`config.mk`:
```
export PLATFORM = sky130hd
export DESIGN_NAME = event_counter_display_driver_top
export DESIGN_NICKNAME = d
export VERILOG_FILES = /design/src/rtl/ecdd_pkg.sv /design/src/rtl/event_counter_display_driver_top.sv /design/src/rtl/ecdd_seg_decode.sv
export SDC_FILE = /design/constraint.sdc
export NUM_CORES = 1
export LEC_CHECK = 0
export BUFFER_PORTS_ARGS = -buffer_cell sky130_fd_sc_hd__buf_2
export CORE_MARGIN = 5
export CORE_UTILIZATION = 45
export CTS_CLUSTER_DIAMETER = 150
export DETAILED_ROUTE_END_ITERATION = 8
export MAX_ROUTING_LAYER = met4
export SYNTH_ARGS = -nofsm -noshare
export SYNTH_HDL_FRONTEND = slang
export SYNTH_SLANG_ARGS = --single-unit
```
`constraint.sdc`:
```
create_clock -name i_clk -period 8.75 [get_ports i_clk]
set_input_delay 1.75 -clock i_clk [delete_from_list [all_inputs] [get_ports i_clk]]
set_output_delay 1.75 -clock i_clk [all_outputs]
set_load 0.005 [all_outputs]
```
`src/rtl/ecdd_pkg.sv`:
```
// ----------------------------------------------------------------------------
// ecdd_pkg: shared types and constants of the event counter display driver
// Beat types, configuration register indexes, digit positions and the
// seven-segment glyph table.
// ----------------------------------------------------------------------------
package ecdd_pkg;

    // Field widths
    localparam int unsigned PULSE_W   = 4;
    localparam int unsigned VALUE_W   = 16;
    localparam int unsigned LIMIT_W   = 10;
    localparam int unsigned TICKS_W   = 8;
    localparam int unsigned SEG_W     = 7;
    localparam int unsigned SEL_W     = 3;
    localparam int unsigned DIGIT_W   = 2;
    localparam int unsigned CFG_IDX_W = 2;
    localparam int unsigned CFG_DAT_W = 16;

    // Largest value the three digits can show
    localparam logic [VALUE_W-1:0] DISPLAY_MAX = 16'd999;

    // Configuration register indexes
    typedef enum logic [CFG_IDX_W-1:0] {
        CFG_START_COUNT    = 2'd0,
        CFG_COUNT_LIMIT    = 2'd1,
        CFG_SETTLE_TICKS   = 2'd2,
        CFG_DEBOUNCE_LIMIT = 2'd3
    } t_cfg_index;

    // Digit positions, left to right
    localparam logic [DIGIT_W-1:0] DIGIT_LEFT  = 2'd0;
    localparam logic [DIGIT_W-1:0] DIGIT_MID   = 2'd1;
    localparam logic [DIGIT_W-1:0] DIGIT_RIGHT = 2'd2;

    // Special glyphs
    localparam logic [SEG_W-1:0] SEG_BLANK = 7'h00;
    localparam logic [SEG_W-1:0] SEG_E     = 7'h79;
    localparam logic [SEG_W-1:0] SEG_R     = 7'h50;

    typedef struct packed {
        logic [PULSE_W-1:0] pulse_count;
        logic               button_level;
    } t_in_item;

    typedef struct packed {
        logic [SEG_W-1:0]   segment_bits;
        logic [SEL_W-1:0]   digit_select;
        logic [VALUE_W-1:0] shown_value;
        logic               button_down;
    } t_out_item;

    // Decimal digit to segments a..g, bit0 = a
    function automatic logic [SEG_W-1:0] f_seg_digit(input logic [3:0] digit);
        logic [SEG_W-1:0] seg;
        unique case (digit)
            4'd0:    seg = 7'h3F;
            4'd1:    seg = 7'h06;
            4'd2:    seg = 7'h5B;
            4'd3:    seg = 7'h4F;
            4'd4:    seg = 7'h66;
            4'd5:    seg = 7'h6D;
            4'd6:    seg = 7'h7D;
            4'd7:    seg = 7'h07;
            4'd8:    seg = 7'h7F;
            4'd9:    seg = 7'h6F;
            default: seg = SEG_BLANK;
        endcase
        return seg;
    endfunction

endpackage

```
`src/rtl/event_counter_display_driver_top.sv`:
```
// ----------------------------------------------------------------------------
// event_counter_display_driver_top: event counter with settled 3-digit display
// Debounced clear, limited event count, settling delay on the shown value and
// a multiplexed seven-segment digit output, one display tick per input beat.
// ----------------------------------------------------------------------------
//  Channel | Direction | Handshake             | Beat
//  --------+-----------+-----------------------+------------------------------
//  in      | input     | i_in_valid/o_in_stall | t_in_item  (pulses, button)
//  out     | output    | o_out_valid/i_out_stall| t_out_item (segments, select,
//          |           |                       |             value, button)
//  cfg     | input     | i_cfg_valid/o_cfg_ready| index + 16-bit data
//
//  One beat per clock cycle unless the output stalls; each result goes through both stages.
//  Stage 1 updates the counter, settling and debounce state; stage 2 is the
//  output register fed by the decimal split and glyph decode.
//  A stall on a full output register freezes both stages and stalls the input.
//  Reset is synchronous; it sets all state but the stage 1 and output payloads.
// ----------------------------------------------------------------------------
module event_counter_display_driver_top
    import ecdd_pkg::*;
(
    input  logic                 i_clk,
    input  logic                 i_rst_n,
    input  logic                 i_in_valid,
    output logic                 o_in_stall,
    input  t_in_item             i_in_data,
    output logic                 o_out_valid,
    input  logic                 i_out_stall,
    output t_out_item            o_out_data,
    input  logic                 i_cfg_valid,
    output logic                 o_cfg_ready,
    input  logic [CFG_IDX_W-1:0] i_cfg_index,
    input  logic [CFG_DAT_W-1:0] i_cfg_data
);

    // Configuration registers
    logic [LIMIT_W-1:0] r_limit;
    logic [TICKS_W-1:0] r_settle_ticks;
    logic [TICKS_W-1:0] r_deb_limit;

    // Block state
    logic [VALUE_W-1:0] r_event;
    logic [VALUE_W-1:0] r_shown;
    logic [TICKS_W-1:0] r_settle_cnt;
    logic [DIGIT_W-1:0] r_digit;
    logic [TICKS_W-1:0] r_integral;
    logic               r_pressed;

    // Stage 1 and output register
    logic               r_s1_valid;
    logic [VALUE_W-1:0] r_s1_shown;
    logic [DIGIT_W-1:0] r_s1_digit;
    logic               r_s1_down;
    logic               r_out_valid;
    t_out_item          r_out;

    logic               w_advance;
    logic               w_in_accept;
    logic               w_cfg_write;
    t_cfg_index         w_cfg_index;
    logic [VALUE_W-1:0] w_base;
    logic [VALUE_W-1:0] w_sum;
    logic [VALUE_W-1:0] n_event;
    logic [VALUE_W-1:0] n_shown;
    logic [TICKS_W-1:0] n_settle_cnt;
    logic [TICKS_W-1:0] w_settle_inc;
    logic [DIGIT_W-1:0] n_digit;
    logic [TICKS_W-1:0] n_integral;
    logic               n_pressed;
    logic [SEG_W-1:0]   w_segments;

    // Pipeline moves unless the output holds a beat that is stalled
    assign w_advance   = !(r_out_valid && i_out_stall);
    assign o_in_stall  = !w_advance;
    assign w_in_accept = i_in_valid && w_advance;
    assign o_cfg_ready = 1'b1;
    assign w_cfg_write = i_cfg_valid && o_cfg_ready;
    assign w_cfg_index = t_cfg_index'(i_cfg_index);

    // Clear on a press held before this tick, add pulses, wrap past the limit
    always_comb begin
        w_base  = r_pressed ? '0 : r_event;
        w_sum   = w_base + VALUE_W'(i_in_data.pulse_count);
        n_event = (w_sum > VALUE_W'(r_limit)) ? '0 : w_sum;
    end

    // Settle: copy the count once it has differed long enough
    always_comb begin
        w_settle_inc = r_settle_cnt + 8'd1;
        n_shown      = r_shown;
        if (n_event != r_shown) begin
            n_settle_cnt = w_settle_inc;
            if (w_settle_inc >= r_settle_ticks) begin
                n_shown = n_event;
            end
        end else begin
            n_settle_cnt = '0;
        end
    end

    // Advance the digit index mod 3
    assign n_digit = (r_digit >= DIGIT_RIGHT) ? DIGIT_LEFT : r_digit + 2'd1;

    // Debounce integrator, saturating at the limit
    always_comb begin
        n_integral = r_integral;
        n_pressed  = r_pressed;
        if (i_in_data.button_level) begin
            if (r_integral < r_deb_limit) begin
                n_integral = r_integral + 8'd1;
            end
            if (n_integral >= r_deb_limit) begin
                n_pressed = 1'b1;
            end
        end else begin
            if (r_integral != '0) begin
                n_integral = r_integral - 8'd1;
            end
            if (n_integral == '0) begin
                n_pressed = 1'b0;
            end
        end
    end

    // Configuration and block state
    always_ff @(posedge i_clk) begin
        if (!i_rst_n) begin
            r_limit        <= 10'd999;
            r_settle_ticks <= 8'd255;
            r_deb_limit    <= 8'd255;
            r_event        <= '0;
            r_shown        <= '0;
            r_settle_cnt   <= '0;
            r_digit        <= DIGIT_LEFT;
            r_integral     <= '0;
            r_pressed      <= 1'b0;
        end else if (w_cfg_write) begin
            unique case (w_cfg_index)
                CFG_START_COUNT: begin
                    r_event      <= i_cfg_data;
                    r_shown      <= i_cfg_data;
                    r_settle_cnt <= '0;
                end
                CFG_COUNT_LIMIT:    r_limit        <= i_cfg_data[LIMIT_W-1:0];
                CFG_SETTLE_TICKS:   r_settle_ticks <= i_cfg_data[TICKS_W-1:0];
                CFG_DEBOUNCE_LIMIT: r_deb_limit    <= i_cfg_data[TICKS_W-1:0];
                default: ;
            endcase
        end else if (w_in_accept) begin
            r_event      <= n_event;
            r_shown      <= n_shown;
            r_settle_cnt <= n_settle_cnt;
            r_digit      <= n_digit;
            r_integral   <= n_integral;
            r_pressed    <= n_pressed;
        end
    end

    // Stage 1 valid and payload
    always_ff @(posedge i_clk) begin
        if (!i_rst_n) begin
            r_s1_valid <= 1'b0;
        end else if (w_advance) begin
            r_s1_valid <= i_in_valid;
        end
    end

    always_ff @(posedge i_clk) begin
        if (w_in_accept) begin
            r_s1_shown <= n_shown;
            r_s1_digit <= n_digit;
            r_s1_down  <= n_pressed;
        end
    end

    ecdd_seg_decode u_seg_decode (
        .i_value    (r_s1_shown),
        .i_digit    (r_s1_digit),
        .o_segments (w_segments)
    );

    // Output register
    always_ff @(posedge i_clk) begin
        if (!i_rst_n) begin
            r_out_valid <= 1'b0;
        end else if (w_advance) begin
            r_out_valid <= r_s1_valid;
        end
    end

    always_ff @(posedge i_clk) begin
        if (w_advance && r_s1_valid) begin
            r_out.segment_bits <= w_segments;
            r_out.digit_select <= SEL_W'(3'b001 << r_s1_digit);
            r_out.shown_value  <= r_s1_shown;
            r_out.button_down  <= r_s1_down;
        end
    end

    assign o_out_valid = r_out_valid;
    assign o_out_data  = r_out;

    // Input is only held back by a full, stalled output register
    a_stall_needs_full: assert property (@(posedge i_clk) disable iff (!i_rst_n)
        o_in_stall |-> o_out_valid)
        else $error("input stalled with empty output register");

    // An accepted beat reaches stage 1 on the next edge
    a_accept_fills_s1: assert property (@(posedge i_clk) disable iff (!i_rst_n)
        w_in_accept |=> r_s1_valid)
        else $error("accepted beat lost before stage 1");

    // Digit select is one-hot on every delivered beat
    a_select_onehot: assert property (@(posedge i_clk) disable iff (!i_rst_n)
        o_out_valid |-> $onehot(o_out_data.digit_select))
        else $error("digit select not one-hot");

    // Digit index never rests on the unused code
    a_digit_range: assert property (@(posedge i_clk) disable iff (!i_rst_n)
        r_digit == DIGIT_LEFT || r_digit == DIGIT_MID || r_digit == DIGIT_RIGHT)
        else $error("digit index out of range");

endmodule

```
`src/rtl/ecdd_seg_decode.sv`:
```
// ----------------------------------------------------------------------------
// ecdd_seg_decode: shown value to one digit's segment pattern
// Splits a value below one thousand into hundreds, tens and units by
// reciprocal multiplication, blanks leading zeros and shows "Err" on overflow.
// ----------------------------------------------------------------------------
module ecdd_seg_decode
    import ecdd_pkg::*;
(
    input  logic [VALUE_W-1:0] i_value,
    input  logic [DIGIT_W-1:0] i_digit,
    output logic [SEG_W-1:0]   o_segments
);

    logic [LIMIT_W-1:0] w_v10;
    logic               w_over;
    logic [22:0]        w_hund_prod;
    logic [3:0]         w_hund;
    logic [17:0]        w_q10_prod;
    logic [6:0]         w_q10;
    logic [6:0]         w_hund_x10;
    logic [6:0]         w_tens_full;
    logic [3:0]         w_tens;
    logic [LIMIT_W-1:0] w_q10_x10;
    logic [LIMIT_W-1:0] w_units_full;
    logic [3:0]         w_units;
    logic [SEG_W-1:0]   w_pat_left;
    logic [SEG_W-1:0]   w_pat_mid;
    logic [SEG_W-1:0]   w_pat_right;

    // Only the low ten bits matter once overflow is ruled out
    assign w_v10  = i_value[LIMIT_W-1:0];
    assign w_over = (i_value > DISPLAY_MAX);

    // Hundreds: v / 100 = (v * 5243) >> 19, exact for v below 1024
    assign w_hund_prod = 23'(w_v10) * 23'd5243;
    assign w_hund      = w_hund_prod[22:19];

    // v / 10 = (v * 205) >> 11, exact for v below 1024
    assign w_q10_prod = 18'(w_v10) * 18'd205;
    assign w_q10      = w_q10_prod[17:11];

    // Tens and units from the quotients
    assign w_hund_x10   = 7'(w_hund) * 7'd10;
    assign w_tens_full  = w_q10 - w_hund_x10;
    assign w_tens       = w_tens_full[3:0];
    assign w_q10_x10    = 10'(w_q10) * 10'd10;
    assign w_units_full = w_v10 - w_q10_x10;
    assign w_units      = w_units_full[3:0];

    // Build the three glyphs with leading-zero blanking
    always_comb begin
        if (w_over) begin
            w_pat_left  = SEG_E;
            w_pat_mid   = SEG_R;
            w_pat_right = SEG_R;
        end else begin
            w_pat_left  = (w_hund == 4'd0) ? SEG_BLANK : f_seg_digit(w_hund);
            w_pat_mid   = (w_hund == 4'd0 && w_tens == 4'd0) ? SEG_BLANK
                                                             : f_seg_digit(w_tens);
            w_pat_right = f_seg_digit(w_units);
        end
    end

    // Pick the active digit
    always_comb begin
        unique case (i_digit)
            DIGIT_LEFT:  o_segments = w_pat_left;
            DIGIT_MID:   o_segments = w_pat_mid;
            DIGIT_RIGHT: o_segments = w_pat_right;
            default:     o_segments = w_pat_left;
        endcase
    end

endmodule
```
=== Word-level counts from Yosys, hierarchy flattened ===
Memories as Yosys holds them, arrays and structs flattened.
Index checks and enable logic that the tools add are counted.

* Input bits: 28
* Memories: 3
* Bits in read-only memories: 336
* Word-level logic and storage cells: 91
* Register bits after elaboration: 125
* Output and inout port bits: 30

* $add $sub $neg: 7
* Muxes and demuxes: 28
* Reduce and logical (&&, ||, !) cells: 16
* $mul: 4
* Shifts and indexed selects: 1
* $lt $le $gt $ge: 6
* Bitwise logic cells: 1
* Equality and inequality tests: 7

{| class="wikitable"
|+ Memories
! memory !! depth !! width !! rd ports !! clocked after Yosys merged registers in !! wr ports !! RTL line !! text
|-
| (name not given) || 16 || 7 || 1 || 0 || 0 || ecdd_pkg.sv:55 || <nowiki>unique case (digit)</nowiki>
|-
| (name not given) || 16 || 7 || 1 || 0 || 0 || ecdd_pkg.sv:55 ||
|-
| (name not given) || 16 || 7 || 1 || 0 || 0 || ecdd_pkg.sv:55 ||
|}

{| class="wikitable"
|+ Operators with widths
! operator !! number
|-
| 2-to-1 mux 16 bit || 9
|-
| 2-to-1 mux 8 bit || 9
|-
| 2-to-1 mux 7 bit || 5
|-
| multiplier 10 x 13 -> 23 bit, second input constant || 1
|-
| multiplier 10 x 8 -> 18 bit, second input constant || 1
|-
| adder 16 x 4 -> 16 bit || 1
|-
| adder 8 x 1 -> 8 bit, second input constant || 2
|-
| >= comparator 8 bit || 2
|-
| > comparator 16 x 10 -> 1 bit || 1
|-
| > comparator 16 x 10 -> 1 bit, second input constant || 1
|-
| != test 16 bit || 1
|-
| case mux 7 bit (2 select lines) || 1
|-
| AND reduction 2 bit || 5
|-
| logical NOT 4 bit || 2
|-
| logical NOT 8 bit || 1
|-
| < comparator 8 bit || 1
|-
| nonzero test 8 bit || 1
|-
| subtractor 4 bit || 2
|-
| subtractor 8 x 1 -> 8 bit, second input constant || 1
|-
| multiplier 7 x 3 -> 3 bit, second input constant || 1
|-
| == test 2 bit, second input constant || 3
|-
| == test 2 x 1 -> 1 bit, second input constant || 2
|-
| logical AND 1 bit || 4
|-
| multiplier 4 x 3 -> 3 bit, second input constant || 1
|-
| other kinds (10) || 12
|}

=== Depth between registers and ports, before layout ===
* Word-level depth: 8
* Mapped depth: 28
* Depth with buffers taken out: 28

=== By module ===
A second synthesis with hierarchy kept.

* Cell total of the unflattened synthesis: 1200
* Area, all modules: 11123.2 sq um

{| class="wikitable"
|+ By module, submodules not included
! module !! instances !! cells an instance !! area each (sq um)
|-
| event_counter_display_driver_top || 1 || 704 || 6712.7
|-
| ecdd_seg_decode || 1 || 496 || 4410.5
|}

=== Worst setup path after synthesis ===
OpenSTA, ideal clock, no wires.

* Kind: register to register
* From: register r_s1_shown[7]
* To: register r_out, in the netlist o_out_data[23] (data pin)
* Period minus slack after synthesis: 6929 ps
* Path buffers: 0
* Arrival time: 6748 ps
* Stages on the path, launching flop included: 26
* Slack: 1821 ps
* Required time: 8570 ps
* Library setup time: 180 ps
* Path through: edfxtp_1 -> fa_1 -> fa_1 -> inv_1 -> fa_1 -> fa_1 -> inv_1 -> fa_1 -> ha_1 -> a211oi_1 -> o21ai_0 -> a31oi_1 -> nand2_1 -> a21oi_1 -> xor2_1 -> inv_1 -> fa_1 -> xnor2_1 -> xnor2_1 -> xnor2_1 -> xnor2_1 -> xnor3_1 -> o21bai_1 -> a31o_2 -> a21oi_1 -> a221oi_1

* Word-level cells in the longest chain between the ends: 8
* Elaborated cells on any way between the ends: 19
* Classes of those cells: add/sub: 2; mul: 4; order compare: 1; mux: 6; reduce/logical: 3; memory: 3

{| class="wikitable"
|+ Ends and longest elaborated chain
! item !! RTL line !! text
|-
| from (decl) || event_counter_display_driver_top.sv:51 || <nowiki>logic [VALUE_W-1:0] r_s1_shown;</nowiki>
|-
| from (signal assigned) || event_counter_display_driver_top.sv:170 || <nowiki>r_s1_shown <= n_shown;</nowiki>
|-
| branches (longest 7 deep; another with multiplier 10 x 8 -> 18 bit) || n/a ||
|-
| case mux 7 bit (2 select lines) * || ecdd_seg_decode.sv:66 || <nowiki>unique case (i_digit)</nowiki>
|-
| net u_seg_decode.o_segments[3] || ecdd_seg_decode.sv:11 || <nowiki>output logic [SEG_W-1:0] o_segments</nowiki>
|-
| to (decl) || event_counter_display_driver_top.sv:55 || <nowiki>t_out_item r_out;</nowiki>
|}

Mark *: on every way through the listed nets, which the timed path passes.
A chain may end at the register's enable or synchronous reset.

=== Worst setup path after layout ===
* From: register r_s1_shown[7]
* To: register r_out, in the netlist o_out_data[20] (data pin)

The elaborated chain is that of the path after synthesis.

==> metrics <==
status=finished, final reports clean; cells after synthesis=1,176; P&R area growth vs syn=10.7%; RSZ-0062 raised after global routing=false; vias in the first global route=8,682; CTS tree=done; Pleak=5.70 nW; final worst-path cycle share=85.3%; nets@finish=1,471; worst-path fanout max=8; pre-CTS setup slack=1290 ps; Logic pwr share=54.2%; Fin. Hold Viols=0; Critical Path Source=r_s1_shown[7]; Yosys top cell area share=19.4%; Worst IR Drop VDD=159 uV; global-route wire length before repair=45.7 mm; initial core utilization=45.2%; Netlist cell types=79; Worst-Skew Late Latency=420 ps; HP Class=flop to flop; clk sink count=125; Avg Vias per Cell=5.56; Slew HR=36.0%; Die Width=166 um; nature of the critical path endpoint=flop; Synth area leaders=ha_1 (19%), dfxtp_1 (15%), edfxtp_1 (13%); Core Rows=57; Total Negative Setup Slacks=0 ps; placer's final routability congestion estimate=0.936; Core Box Area=24,100 um^2; clock root buffer master=clkbuf_16; Yosys top cell by area=ha_1; fill count=2,377; drt first-iter violations=585; crit start category=flop; Tmin final=7460 ps; Int Power=1.66 mW; max-slew violations=0; Seq/Total Area, Yosys=27.2%; clock share of power=22.9%; Post-synth top flop=dfxtp_1; largest net degree at the start of global routing=83; flip-flop and latch count after synthesis=125; sequential power share=22.9%; clock buffer depth=2; Max Cap Viol=0; Worst Path Class, Setup=flop to flop; clk_skew=16.6 ps; Post-synth EDFFs=46; total grt overflow=0; GRT Total Usage=20.9%; Post-Syn Nets=1,425; DR pass1 iterations=7; total number of vias=8,663; final WL=27.6 mm; syn_area_per_cell=9.27 um^2; H-tree depth=4; YS warnings=0; worst endpoint required time=8980 ps; worst flop-to-flop path startpoint=r_s1_shown[7]; asr flop ratio synth=0%; Num CTS Buffers=17; Hold Path Origin=r_s1_shown[12]; critical path data arrival time=7690 ps; DRC Markers=0; Ant. Diodes=0; Ports=58; max frequency=0.134 GHz; # port buffers=56; DIE AREA=27,400 um^2; Net Sw Frac=43.0%; PwrDens=242 nW/um^2; hold_buf cts=0; Net Sw Power=1.25 mW; synthesized cell area=10,900 um^2; DIE HEIGHT=166 um; Final ANT Viol Nets=0; final worst slack=1290 ps; CTS resizes=0; share of cells above drive strength 1=10.2%; clock transition at the registers of the reported paths=60 ps; Worst Tran Pin Value=951 ps; DR WL/cell=17.7 um; initial antenna violation count=0; postcts setup bufs=0; final setup fails=0; post-detail-place hpwl=21.2 mm
## layout by cell type (no fill, tap or decap), drive strengths merged, types with 11 or more instances in the layout
master,count
fa,52
buf,66
nand3,26
o211ai,39
a21o,22
inv,159
xnor2,22
nand2,105
nor2,47
a21boi,22
a22oi,18
edfxtp,46
nor2b,34
clkbuf,20
ha,169
xor2,18
a21oi,53
nor3,11
o21ai,45
dfxtp,79
## metal layers
metal | global-route usage, % | wire length (um) | vias up
met1 | 28.2 | 13000 | 4105
met5 | - | 0 | -
li1 | - | - | 4291
met2 | 32.5 | 12500 | 232
met3 | 3.48 | 1440 | 35
met4 | 6.17 | 632 | 0
## power by group through the flow
stage,Clock [mW],Combinational [mW],Sequential (mW)
global route,0.713,1.78,0.673
global placement,0,1.53,0.680
finish,0.668,1.58,0.669
CTS,0.684,1.57,0.668
detailed placement,0,1.55,0.681
floorplan,0,1.17,0.672
## cell families (layout without fill, tap and decap cells)
group / Yosys count / in the layout / share of synthesized area (%)
AO/OA/AOI/OAI: 292 / 292 / 19.1
XOR/XNOR: 42 / 42 / 3.63
adder cells (fa/ha/maj): 221 / 221 / 29.0
buffers and inverters: 188 / 247 / 6.54
flip-flops: 125 / 125 / 27.2
multiplexers: 8 / 8 / 0.758
other: 1 / 1 / 0.0344
AND/OR/NAND/NOR: 299 / 299 / 13.8
## state kept, by name, summed over array words and instances, names as in the netlist
signal,cells
o_out_data,27
r_event,16
r_s1_shown,16
r_shown,16
r_limit,10
r_deb_limit,8
r_integral,8
r_settle_cnt,8
r_settle_ticks,8
r_digit,2
r_s1_digit,2
o_out_valid,1
r_pressed,1
r_s1_down,1
r_s1_valid,1
## cell usage after synthesis, drive strengths merged (5+ instances only)
master / instances
a21boi: 22
xnor2: 22
o211ai: 39
or2: 8
nor3b: 7
o31ai: 7
a31oi: 9
clkbuf: 36
ha: 169
a211oi: 6
fa: 52
o22ai: 6
a222oi: 10
or4: 5
a21oi: 53
nor2b: 34
a32o: 5
edfxtp: 46
and2: 8
nand2: 105
a21o: 22
inv: 149
and3: 7
xor2: 18
o21ai: 45
dfxtp: 79
or3: 9
nand4: 10
nand3: 26
nor3: 11
nand2b: 7
o21a: 8
a22oi: 18
a32oi: 8
mux2i: 6
nor2: 47
## through the flow
step / std cells / hold slack (ps) / util (%) / power (mW) / area (um^2)
2_1_floorplan: 1176 / 400 / - / 1.84 / 10900
3_3_place_gp: 1527 / 405 / 47.8 / 2.21 / 11500
3_5_place_dp: 1527 / 431 / 47.8 / 2.23 / 11500
4_1_cts: 1559 / 437 / 50.0 / 2.92 / 12100
5_1_grt: 1559 / 458 / 50.0 / 3.17 / 12100
6_report: 1559 / 435 / 50.0 / 2.91 / 12100
## path summary, 6_finish.rpt
check | slack (ps) | end | depth (start not counted)
worst max-delay path | 1290 | o_out_data[20] | 25
worst min-delay path | 440 | o_out_data[13] | 0
worst max register to register | 1290 | o_out_data[20] | 25
worst min register to register | 440 | o_out_data[13] | 0
## area by class of cell
type                            count  area [um^2]  share of cell area (%)
Multi-Input combinational cell    863         7230                    60.0
Sequential cell                   125         2960                    24.6
Inverter                          149          559                    4.64
Clock buffer                       20          448                    3.71
Tap cell                          324          405                    3.36
Timing Repair Buffer               66          355                    2.95
Clock inverter                     12         98.8                   0.819
## worst max-delay path: stages (launching register included)
cell and delay, ps:
edfxtp_1 540, fa_1 570, fa_1 520, inv_1 60, fa_1 500, fa_1 560
inv_1 60, fa_1 450, ha_1 350, a211oi_1 220, o21ai_0 100, a31oi_1 230
nand2_1 110, a21oi_1 180, xor2_1 440, inv_1 180, fa_1 470, xnor2_1 180
xnor2_1 160, xnor2_1 150, xnor2_1 140, xnor3_1 350, o21bai_1 280, a31o_2 160
a21oi_1 40, a221oi_1 300
No activity file was read; power rests on OpenSTA's default activity.
